`src/rtl/core/dkrm_pkg.sv`:
```
package dkrm_pkg;

    localparam int CH_W     = 8;
    localparam int NUM_CH   = 4;
    localparam int CH_ALPHA = 3;

    localparam logic [CH_W-1:0] CHAN_MAX   = 8'd255;
    localparam logic [15:0]     FULL_SCALE = 16'd65025;
    localparam logic [16:0]     FRAC_ONE   = 17'd65536;

    localparam int INV_W   = 22;
    localparam int DEPTH_W = 16;
    localparam int ADDR_W  = 4;

    localparam logic [1:0] REG_INV_OVERLAP = 2'd0;
    localparam logic [1:0] REG_DEPTH_OFF   = 2'd1;
    localparam logic [1:0] REG_SCALE_ONE   = 2'd2;
    localparam logic [1:0] REG_SCALE_TWO   = 2'd3;

    localparam logic [INV_W-1:0]   INV_RESET   = 22'd4112063;
    localparam logic [DEPTH_W-1:0] OFF_RESET   = 16'd0;
    localparam logic [DEPTH_W-1:0] SCALE_RESET = 16'd16384;

    typedef logic [NUM_CH-1:0][CH_W-1:0] rgba_t;

    typedef struct packed {
        logic [INV_W-1:0]   inv_overlap_scale;
        logic [DEPTH_W-1:0] depth_offset;
        logic [DEPTH_W-1:0] depth_scale_one;
        logic [DEPTH_W-1:0] depth_scale_two;
    } cfg_t;

endpackage

```
`src/rtl/core/dkrm_cfg.sv`:
```
module dkrm_cfg (
    input  logic                         clk,
    input  logic                         rst_n,
    input  logic                         psel,
    input  logic                         penable,
    input  logic                         pwrite,
    input  logic [dkrm_pkg::ADDR_W-1:0]  paddr,
    input  logic [31:0]                  pwdata,
    output logic [31:0]                  prdata,
    output logic                         pready,
    output dkrm_pkg::cfg_t               cfg
);
    import dkrm_pkg::*;

    cfg_t       cfg_reg;
    cfg_t       cfg_next;
    logic       wr_en;
    logic [1:0] idx;

    assign idx    = paddr[3:2];
    assign wr_en  = psel & penable & pwrite;
    assign pready = 1'b1;
    assign cfg    = cfg_reg;

    always_comb
    begin
        cfg_next = cfg_reg;
        if (wr_en)
        begin
            unique case (idx)
                REG_INV_OVERLAP: cfg_next.inv_overlap_scale = pwdata[INV_W-1:0];
                REG_DEPTH_OFF:   cfg_next.depth_offset      = pwdata[DEPTH_W-1:0];
                REG_SCALE_ONE:   cfg_next.depth_scale_one   = pwdata[DEPTH_W-1:0];
                REG_SCALE_TWO:   cfg_next.depth_scale_two   = pwdata[DEPTH_W-1:0];
                default:         cfg_next = cfg_reg;
            endcase
        end
    end

    always_comb
    begin
        unique case (idx)
            REG_INV_OVERLAP: prdata = {10'd0, cfg_reg.inv_overlap_scale};
            REG_DEPTH_OFF:   prdata = {{16{cfg_reg.depth_offset[15]}}, cfg_reg.depth_offset};
            REG_SCALE_ONE:
                prdata = {{16{cfg_reg.depth_scale_one[15]}}, cfg_reg.depth_scale_one};
            REG_SCALE_TWO:
                prdata = {{16{cfg_reg.depth_scale_two[15]}}, cfg_reg.depth_scale_two};
            default:         prdata = 32'd0;
        endcase
    end

    always_ff @(posedge clk or negedge rst_n)
    begin
        if (!rst_n)
        begin
            cfg_reg.inv_overlap_scale <= INV_RESET;
            cfg_reg.depth_offset      <= OFF_RESET;
            cfg_reg.depth_scale_one   <= SCALE_RESET;
            cfg_reg.depth_scale_two   <= SCALE_RESET;
        end
        else
        begin
            cfg_reg <= cfg_next;
        end
    end

endmodule

```
`config.mk`:
```
export PLATFORM = sky130hd
export DESIGN_NAME = dkrm_cfg
export DESIGN_NICKNAME = d
export VERILOG_FILES = /design/src/rtl/core/dkrm_pkg.sv /design/src/rtl/core/dkrm_cfg.sv
export SDC_FILE = /design/constraint.sdc
export NUM_CORES = 1
export LEC_CHECK = 0
export BUFFER_PORTS_ARGS = -buffer_cell sky130_fd_sc_hd__clkbuf_2
export CAP_MARGIN = 25
export CORE_MARGIN = 8
export CORE_UTILIZATION = 35
export DETAILED_ROUTE_END_ITERATION = 10
export SKIP_CTS_REPAIR_TIMING = 1
export SYNTH_ARGS = -nofsm -noshare
export SYNTH_HDL_FRONTEND = slang
export SYNTH_SLANG_ARGS = --single-unit
```
`constraint.sdc`:
```
create_clock -name clk -period 3.4 [get_ports clk]
set_input_delay 0.68 -clock clk [delete_from_list [all_inputs] [get_ports clk]]
set_output_delay 0.68 -clock clk [all_outputs]
set_load 0.1 [all_outputs]
```
==> run_results.csv <==
group,metric,value,unit
timing,slew_viol_final,0,
synthesis,ys_top_cells_by_area,"dfrtp_1 (39%), mux2_2 (21%), dfstp_2 (17%)",
synthesis,synth_area,3180,sq um
global_route,grt_max_degree,37,
worst_setup_path,cpPeakStageDelay,0.69,ns
timing,min_period_over_period,79.9,%
global_route,overflow,0,
synthesis,yosys.area.top_type,"dfrtp_1",
synthesis,synth_seq_cells,70,
cts,cts_htree_levels,3,
timing,finalSetupTns,0,ns
synthesis,mappedNetlistNets,235,
routing,drtIter0Drc,70,
timing,relSlewSlack,41.6,%
worst_setup_path,r2r_cells,1,
synthesis,syn_avg_cell_area,16.4,sq um
timing,finalHoldViolations,0,
cts,cts_buffers,9,
synthesis,yosysSeqAreaShare,55.9,%
final_layout,area_growth,36.7,%
place,placed_cells,419,
floorplanning,dieArea,12400,sq um
place,portBuffers,130,
global_route,track_usage,13.9,%
cts,clkSinkCount,70,
cts,cts_buffer_depth,2,
cts,tritoncts,"yes",
final_layout,antennaDiodeCount,0,
timing,rsz0062_at_grt,"no",
timing,setup_viol,0,
worst_setup_path,startpoint_type,"input pin",
routing,routed_wl,8.33,mm
cts,clk_latency,0.33,ns
run,cap_violations,0,
worst_setup_path,end_kind,"output pin",
routing,remaining_drc_errors,0,
cts,cts_root_buf,"clkbuf_8",
final_layout,finalNetCount,363,
timing,tightest_slew,0.875,ns
global_route,grt_pass1_wl,13.9,mm
floorplanning,die_y,111,microns
worst_setup_path,worstPathRequired,2.72,ns
final_layout,finalNonFillerCells,435,
worst_setup_path,path_cells,"clkbuf_2 -> mux2i_1 -> o21ai_4 -> a21o_1 -> buf_12",
floorplanning,start_util,36.3,%
outcome,outcome,"completed",
final_layout,largest_reg_flops,70,
floorplanning,rows,34,
timing,fin_skew,0,ns
floorplanning,core_area,8760,sq um
routing,wire_per_inst,19.2,microns
synthesis,yosysWarnings,0,
cts,cts.reportedPaths.clkPinSlew,0.07,ns
place,place.gp.congestion,0.688,
global_route,grt_antenna_before_repair,0,
synthesis,syn_inst,194,
global_route,grt_pass1_vias,2437,
routing,dr.pass1.iters,4,
routing,ant_nets,0,
timing,fin_crit,2.72,ns
floorplanning,io_pins,144,
worst_setup_path,crit_slowest_cell,"o21ai_4",
timing,fmax,368,MHz
min_path,hp-class,"input pin to async pin",
routing,routed-via-count,2159,
place,dp_hpwl,6.26,mm
synthesis,yosysTopAreaCellShare,39.4,%
worst_setup_path,crit_fanout,17,
synthesis,synth.distinct_cells,21,
routing,viasPerCell,4.96,
worst_setup_path,path_class,"input pin to output pin",
worst_setup_path,crit_arrival,2.04,ns
final_layout,drive_above_1_share,76.1,%
floorplanning,die_w,111,microns
-- layout make-up --
class / count / area (sq um)
inverters: 1 / 3.75
multi-input cells: 103 / 1280
clock buffers: 12 / 145
repair buffers: 137 / 983
clock inverters: 4 / 22.5
well taps: 108 / 135
flip-flops and latches: 70 / 1780
fillers: 775 / 4420
-- metal layers --
metal | global-route usage (%) | vias to the layer above | part of all wire (%)
met5 | 0 | - | 0
met4 | 3.73 | 0 | 0.38
met3 | 5.79 | 2 | 6.9
met2 | 21.7 | 78 | 47
met1 | 17.1 | 1115 | 46
li1 | - | 964 | -
-- per-stage QoR --
step	cell area (sq um)	hold slack (ns)	util [%]	worst slack (ns)
after CTS	4340	0.439	49.6	0.665
after detailed placement	4180	0.506	47.6	0.669
after floorplan	3180	0.384	-	0.0498
after global placement	4180	0.496	47.6	0.686
after global routing	4340	0.470	49.6	0.599
final	4340	0.427	49.6	0.683
-- worst max-delay path: cells and delay by family --
family | cells | cell delay (ns)
compound gates | 2 | 0.89
buf+inv | 2 | 0.30
mux | 1 | 0.15
-- layout by cell type (no fill, tap or decap), drive strengths merged --
master	n
clkbuf	124
mux2	70
dfrtp	50
buf	25
dfstp	20
mux4	15
a21o	7
clkinv	3
nor3	2
nor2	2
inv	1
mux2i	1
nand3b	1
o21ai	1
nand3	1
nand4	1
or2	1
conb	1
clkinvlp	1
-- cell usage after synthesis --
cell type / instances
nor2_1: 1
nand3b_1: 1
inv_1: 1
buf_2: 5
dfstp_2: 20
a21o_1: 7
mux2i_1: 1
nand4_1: 1
mux4_2: 15
conb_1: 1
mux2_1: 11
nor2_2: 1
o21ai_2: 1
mux2_2: 59
buf_4: 14
nand3_1: 1
or2_1: 1
clkbuf_1: 1
nor3_4: 1
nor3_2: 1
dfrtp_1: 50
-- final timing paths --
check / start / end / slack [ns]
setup / recovery: paddr[2] / prdata[20] / 0.68
hold / removal: rst_n / cfg[1] / 0.43
setup reg to reg: cfg[12] / cfg[12] / 2.59
hold reg to reg: cfg[5] / cfg[5] / 0.52
max in group asynchronous: rst_n / cfg[51] / 2.24
min in group clk: cfg[5] / cfg[5] / 0.52
-- cell families (layout without fill, tap and decap cells) --
kind of cell,after synthesis,count (layout),synth area share (%)
flip-flops,70,70,55.9
AO/OA/AOI/OAI,8,8,1.93
buffers and inverters,21,154,4.33
other,1,1,0.118
AND/OR/NAND/NOR,8,8,1.93
multiplexers,86,86,35.8
Power is left out: the tool's default activity adds up to more than one toggle a clock period on the data nets, which glitch-free logic cannot reach.
