`src/rtl/core/dkrm_pkg.sv`:
```
package dkrm_pkg;

    localparam int CH_W     = 8;
    localparam int NUM_CH   = 4;
    localparam int CH_ALPHA = 3;

    localparam logic [CH_W-1:0] CHAN_MAX   = 8'd255;
    localparam logic [15:0]     FULL_SCALE = 16'd65025;
    localparam logic [16:0]     FRAC_ONE   = 17'd65536;

    localparam int INV_W   = 22;
    localparam int DEPTH_W = 16;
    localparam int ADDR_W  = 4;

    localparam logic [1:0] REG_INV_OVERLAP = 2'd0;
    localparam logic [1:0] REG_DEPTH_OFF   = 2'd1;
    localparam logic [1:0] REG_SCALE_ONE   = 2'd2;
    localparam logic [1:0] REG_SCALE_TWO   = 2'd3;

    localparam logic [INV_W-1:0]   INV_RESET   = 22'd4112063;
    localparam logic [DEPTH_W-1:0] OFF_RESET   = 16'd0;
    localparam logic [DEPTH_W-1:0] SCALE_RESET = 16'd16384;

    typedef logic [NUM_CH-1:0][CH_W-1:0] rgba_t;

    typedef struct packed {
        logic [INV_W-1:0]   inv_overlap_scale;
        logic [DEPTH_W-1:0] depth_offset;
        logic [DEPTH_W-1:0] depth_scale_one;
        logic [DEPTH_W-1:0] depth_scale_two;
    } cfg_t;

endpackage

```
`src/rtl/core/dkrm_weight.sv`:
```
module dkrm_weight (
    input  logic                        clk,
    input  dkrm_pkg::cfg_t              cfg,
    input  logic [dkrm_pkg::CH_W-1:0]   depth_one,
    input  logic [dkrm_pkg::CH_W-1:0]   depth_two,
    output logic [16:0]                 frac
);
    import dkrm_pkg::*;

    // stage 1: depth products
    logic signed [24:0] pa_reg, pa_next;
    logic signed [24:0] pb_reg, pb_next;
    logic signed [24:0] off_reg, off_next;
    // stage 2: difference, 14 fraction bits
    logic signed [26:0] diff_reg, diff_next;
    // stage 3: times reciprocal, 35 fraction bits
    logic signed [49:0] prod_reg, prod_next;
    // stage 4: weight in Q1.16
    logic [16:0]        frac_reg, frac_next;

    logic signed [15:0] off_s;
    logic signed [50:0] t_val;
    logic [31:0]        f_raw;

    assign off_s = $signed(cfg.depth_offset);

    always_comb
    begin
        pa_next  = 25'($signed({1'b0, depth_two})) * 25'($signed(cfg.depth_scale_two));
        pb_next  = 25'($signed({1'b0, depth_one})) * 25'($signed(cfg.depth_scale_one));
        // offset * 255 as offset * 256 - offset
        off_next = 25'($signed({off_s, 8'd0})) - 25'(off_s);
        diff_next = 27'(pa_reg) - 27'(pb_reg) - 27'(off_reg);
        prod_next = 50'(diff_reg) * 50'($signed({1'b0, cfg.inv_overlap_scale}));
        t_val     = 51'(prod_reg) + (51'sd1 <<< 34);
        f_raw     = 32'(t_val >>> 19);
        if (t_val <= 51'sd0)
        begin
            frac_next = 17'd0;
        end
        else if (f_raw > 32'(FRAC_ONE))
        begin
            frac_next = FRAC_ONE;
        end
        else
        begin
            frac_next = f_raw[16:0];
        end
    end

    always_ff @(posedge clk)
    begin
        pa_reg   <= pa_next;
        pb_reg   <= pb_next;
        off_reg  <= off_next;
        diff_reg <= diff_next;
        prod_reg <= prod_next;
        frac_reg <= frac_next;
    end

    assign frac = frac_reg;

endmodule

```
`config.mk`:
```
export PLATFORM = sky130hd
export DESIGN_NAME = dkrm_weight
export DESIGN_NICKNAME = d
export VERILOG_FILES = /design/src/rtl/core/dkrm_pkg.sv /design/src/rtl/core/dkrm_weight.sv
export SDC_FILE = /design/constraint.sdc
export NUM_CORES = 2
export LEC_CHECK = 0
export ABC_AREA = 1
export BUFFER_PORTS_ARGS = -buffer_cell sky130_fd_sc_hd__buf_4
export CORE_MARGIN = 2
export CORE_UTILIZATION = 60
export DETAILED_ROUTE_END_ITERATION = 16
export PLACE_DENSITY = 0.73
export SKIP_CTS_REPAIR_TIMING = 1
export SYNTH_ARGS = -nofsm -noshare
export SYNTH_HDL_FRONTEND = slang
export SYNTH_SLANG_ARGS = --single-unit
```
`constraint.sdc`:
```
create_clock -name clk -period 8.3 [get_ports clk]
set_input_delay 0.83 -clock clk [delete_from_list [all_inputs] [get_ports clk]]
set_output_delay 0.83 -clock clk [all_outputs]
set_load 0.02 [all_outputs]
```
==> qor.json <==
{
  "setup_path": {
    "worst_path_max_delay_cell": "dfxtp_1",
    "crit_top_cell": "fa_1",
    "critical_path.endpoint_type": "flop",
    "critPathArrivalTime_ps": 7580,
    "timing.critical_path.fanout_max": 12,
    "path_cells": "buf_4, nand2_1, fa_1, fa_1, inv_1, fa_1, ha_1, inv_1, fa_1, fa_1, inv_1, fa_1, ha_1, nand2_1, o21ai_0, a21oi_1, o21ai_0, a21oi_1, xnor2_1",
    "crit_required_ps": 8600,
    "critical_path.startpoint_type": "flop",
    "type_of_the_worst_setup_path": "reg2reg",
    "critical_path.max_stage_delay_ps": 850
  },
  "detailed_routing": {
    "routed_wirelength_um": 101000,
    "drt_iter0_drc": 2190,
    "number_of_vias_per_cell": 5.14,
    "drt_drc_violations_left": 0,
    "vias": 31300,
    "ant_nets": 0,
    "drt_pass1_iterations": 9,
    "routedWlPerCell_um": 16.6
  },
  "logic_synthesis": {
    "ys_seq_elements": 169,
    "synthCells": 5237,
    "syn_avg_cell_area_um2": 7.71,
    "synth-simple-area-share": 0.163,
    "synth_adder_area_share": 0.508,
    "yosysSeqAreaShare": 0.0837,
    "synthArstFlopShare": 0,
    "post_syn_nets": 6455,
    "synth_mux_area_frac": 0,
    "synth_compound_area_frac": 0.0461,
    "synth_cell_type_count": 47,
    "synth-xor-area-share": 0.0290,
    "ys_dominant_reg_cell": "dfxtp_1",
    "synth_top_family_by_area": "adder cells",
    "syn_area_mm2": 0.0404,
    "yosys_warnings": 0,
    "synth_enable_flop_cells": 0
  },
  "finish": {
    "insertedDiodeCount": 0,
    "areaGrowthSynthToFinish_pct": 5.09,
    "largest_reg_flops": 50,
    "filler_cell_count": 6098,
    "nNetsFinal": 6429,
    "multiInputGateArea_mm2": 0.0301,
    "finish.cell_count_without_fillers": 6097,
    "ff_latch_area_mm2": 0.00338,
    "drive_gt1_frac": 0.0394,
    "layout.core_utilization": 0.634
  },
  "floorplanning": {
    "dieArea_mm2": 0.0694,
    "floorplan.rows": 95,
    "initial_core_util": 0.604,
    "height_of_the_die_um": 263,
    "design.core.area_mm2": 0.0669,
    "ios": 104,
    "die-width_um": 263
  },
  "timing": {
    "fmax_mhz": 137,
    "setup_total_negative_slack_ps": 0,
    "grt_setup_unrepaired": "false",
    "finClkSkew_ps": 14.6,
    "worst-slew-pin-transition_ps": 1170,
    "postLayoutSetupSlackWorst_ps": 1020,
    "maxSlewHeadroom": 0.219,
    "minimum_clock_period_after_layout_ps": 7280,
    "share_of_the_cycle_needed_by_the_critical_path_after_routing": 0.877,
    "report.final.hold_viol_count": 0,
    "final-setup-viol-count": 0,
    "final-max-slew-violation-count": 0
  },
  "cts": {
    "clock_tree.buffer_depth": 2,
    "tritoncts_sink_count": 169,
    "cts.reportedPaths.clkPinSlew_ps": 70,
    "tritoncts": "yes",
    "worst_skew_pair.late_latency_ps": 470,
    "cts_made_buffers": 17,
    "clockRootBuffer": "clkbuf_16",
    "cts_htree_levels": 4
  },
  "grt": {
    "grt.overflow.total": 0,
    "number_of_global_route_vias_before_repair": 33800,
    "grt.total_usage": 0.309,
    "antenna_violations_before_repair": 4,
    "grt_pass1_wl_um": 171000,
    "grt_max_degree": 28
  },
  "placed_design": {
    "buffer_ports.inserted": 103,
    "placement.setup.worst_slack_ps": 954,
    "gp_congestion": 0.974,
    "placed_cells": 6065,
    "dp_hpwl_um": 86000
  },
  "worst_hold_path": {
    "holdCritPathClass": "reg2reg"
  },
  "flow_run": {
    "cap_violations": 0
  },
  "status": {
    "status": "completed"
  }
}
placed cells by master, fill, tap and decap left out, types with 21 or more instances in the layout:
cell type  instances
a21oi_1          161
buf_4            140
dfxtp_1          169
fa_1             848
ha_1             283
inv_1           1643
nand2_1         1210
nand3_1          100
nand4_1           36
nor2_1           215
nor3_1            21
o21ai_0           97
o21bai_1          21
xnor2_1           59
xor2_1            75
stage by stage:
| step | hold WS [ps] | cell area (um2) |
|---|---|---|
| final | 429 | 42500 |
| after global routing | 453 | 42500 |
| after CTS | 432 | 42500 |
| after detailed placement | 424 | 41800 |
| after global placement | 422 | 41800 |
| after floorplan | 408 | 40400 |
routing by layer:
layer,global-route usage,routed length [um],vias to the layer above
met3,0.0426,5930,245
met4,0.107,3650,10
met2,0.563,51900,950
met1,0.375,39500,15400
met5,0,63,-
li1,-,-,14800
layout make-up:
| class | count | share of cell area |
|---|---|---|
| inverter | 1644 | 0.145 |
| clock buffer | 17 | 0.0100 |
| multi-input combinational | 3239 | 0.710 |
| timing repair buffer | 140 | 0.0248 |
| clock inverter | 15 | 0.00477 |
| sequential | 169 | 0.0797 |
| tap | 873 | 0.0257 |
final timing paths:
| kind | end | start | slack [ps] | depth (start not counted) |
|---|---|---|---|---|
| min reg2reg | frac[0]$_SDFF_PP0_ | prod_reg[19]$_DFF_P_ | 430 | 2 |
| max | prod_reg[29]$_DFF_P_ | diff_reg[5]$_DFF_P_ | 1020 | 19 |
| max reg2reg | prod_reg[29]$_DFF_P_ | diff_reg[5]$_DFF_P_ | 1020 | 19 |
| min | frac[0]$_SDFF_PP0_ | prod_reg[19]$_DFF_P_ | 430 | 2 |
Yosys cell counts (2+ instances only):
cell type	instances	share of area
xor2_1	75	0.016
a21o_1	20	0.0037
nand2_1	1210	0.11
nand4_1	36	0.0056
nand3b_1	2	0.00037
nor4_1	13	0.0020
nor3_1	21	0.0026
ha_1	283	0.088
o31ai_1	3	0.00056
nand3_2	2	0.00050
a21boi_0	4	0.00074
nand3_1	100	0.012
a21oi_1	161	0.020
nor2_2	12	0.0019
fa_1	848	0.42
o21bai_1	21	0.0039
and2_1	2	0.00031
o21a_1	3	0.00056
buf_1	22	0.0020
o211a_1	2	0.00050
nor2_1	215	0.020
nor2_4	6	0.0017
o211ai_1	4	0.00074
a31oi_1	11	0.0017
nand2_2	9	0.0014
or2_2	2	0.00031
o21ai_1	2	0.00025
and3_1	4	0.00062
o21ai_0	97	0.012
dfxtp_1	169	0.084
xnor2_1	59	0.013
a221oi_1	2	0.00043
o21ai_2	2	0.00043
clkbuf_2	9	0.0011
inv_1	1643	0.15
clkbuf_1	152	0.014
critical path: cells and delay by family (launching register included):
kind / cells / cell delay (ps)
and+or+nand+nor: 2 / 240
AOI/OAI and AO/OA: 4 / 1400
adders and majority gates: 8 / 3530
xor gates and xnor gates: 1 / 530
buffers and inverters: 4 / 540
DFF: 1 / 850
cells by family (layout without fill, tap and decap cells):
kind of cell,count (synthesis),count (layout)
DFF,169,169
and+or+nand+nor,1639,1639
buffers and inverters,1829,1816
xor gates and xnor gates,134,134
AOI/OAI and AO/OA,335,335
adders and majority gates,1131,1131
Power is not shown: default switching activity piles up to over one toggle a cycle in this logic, so the estimate is an artifact.
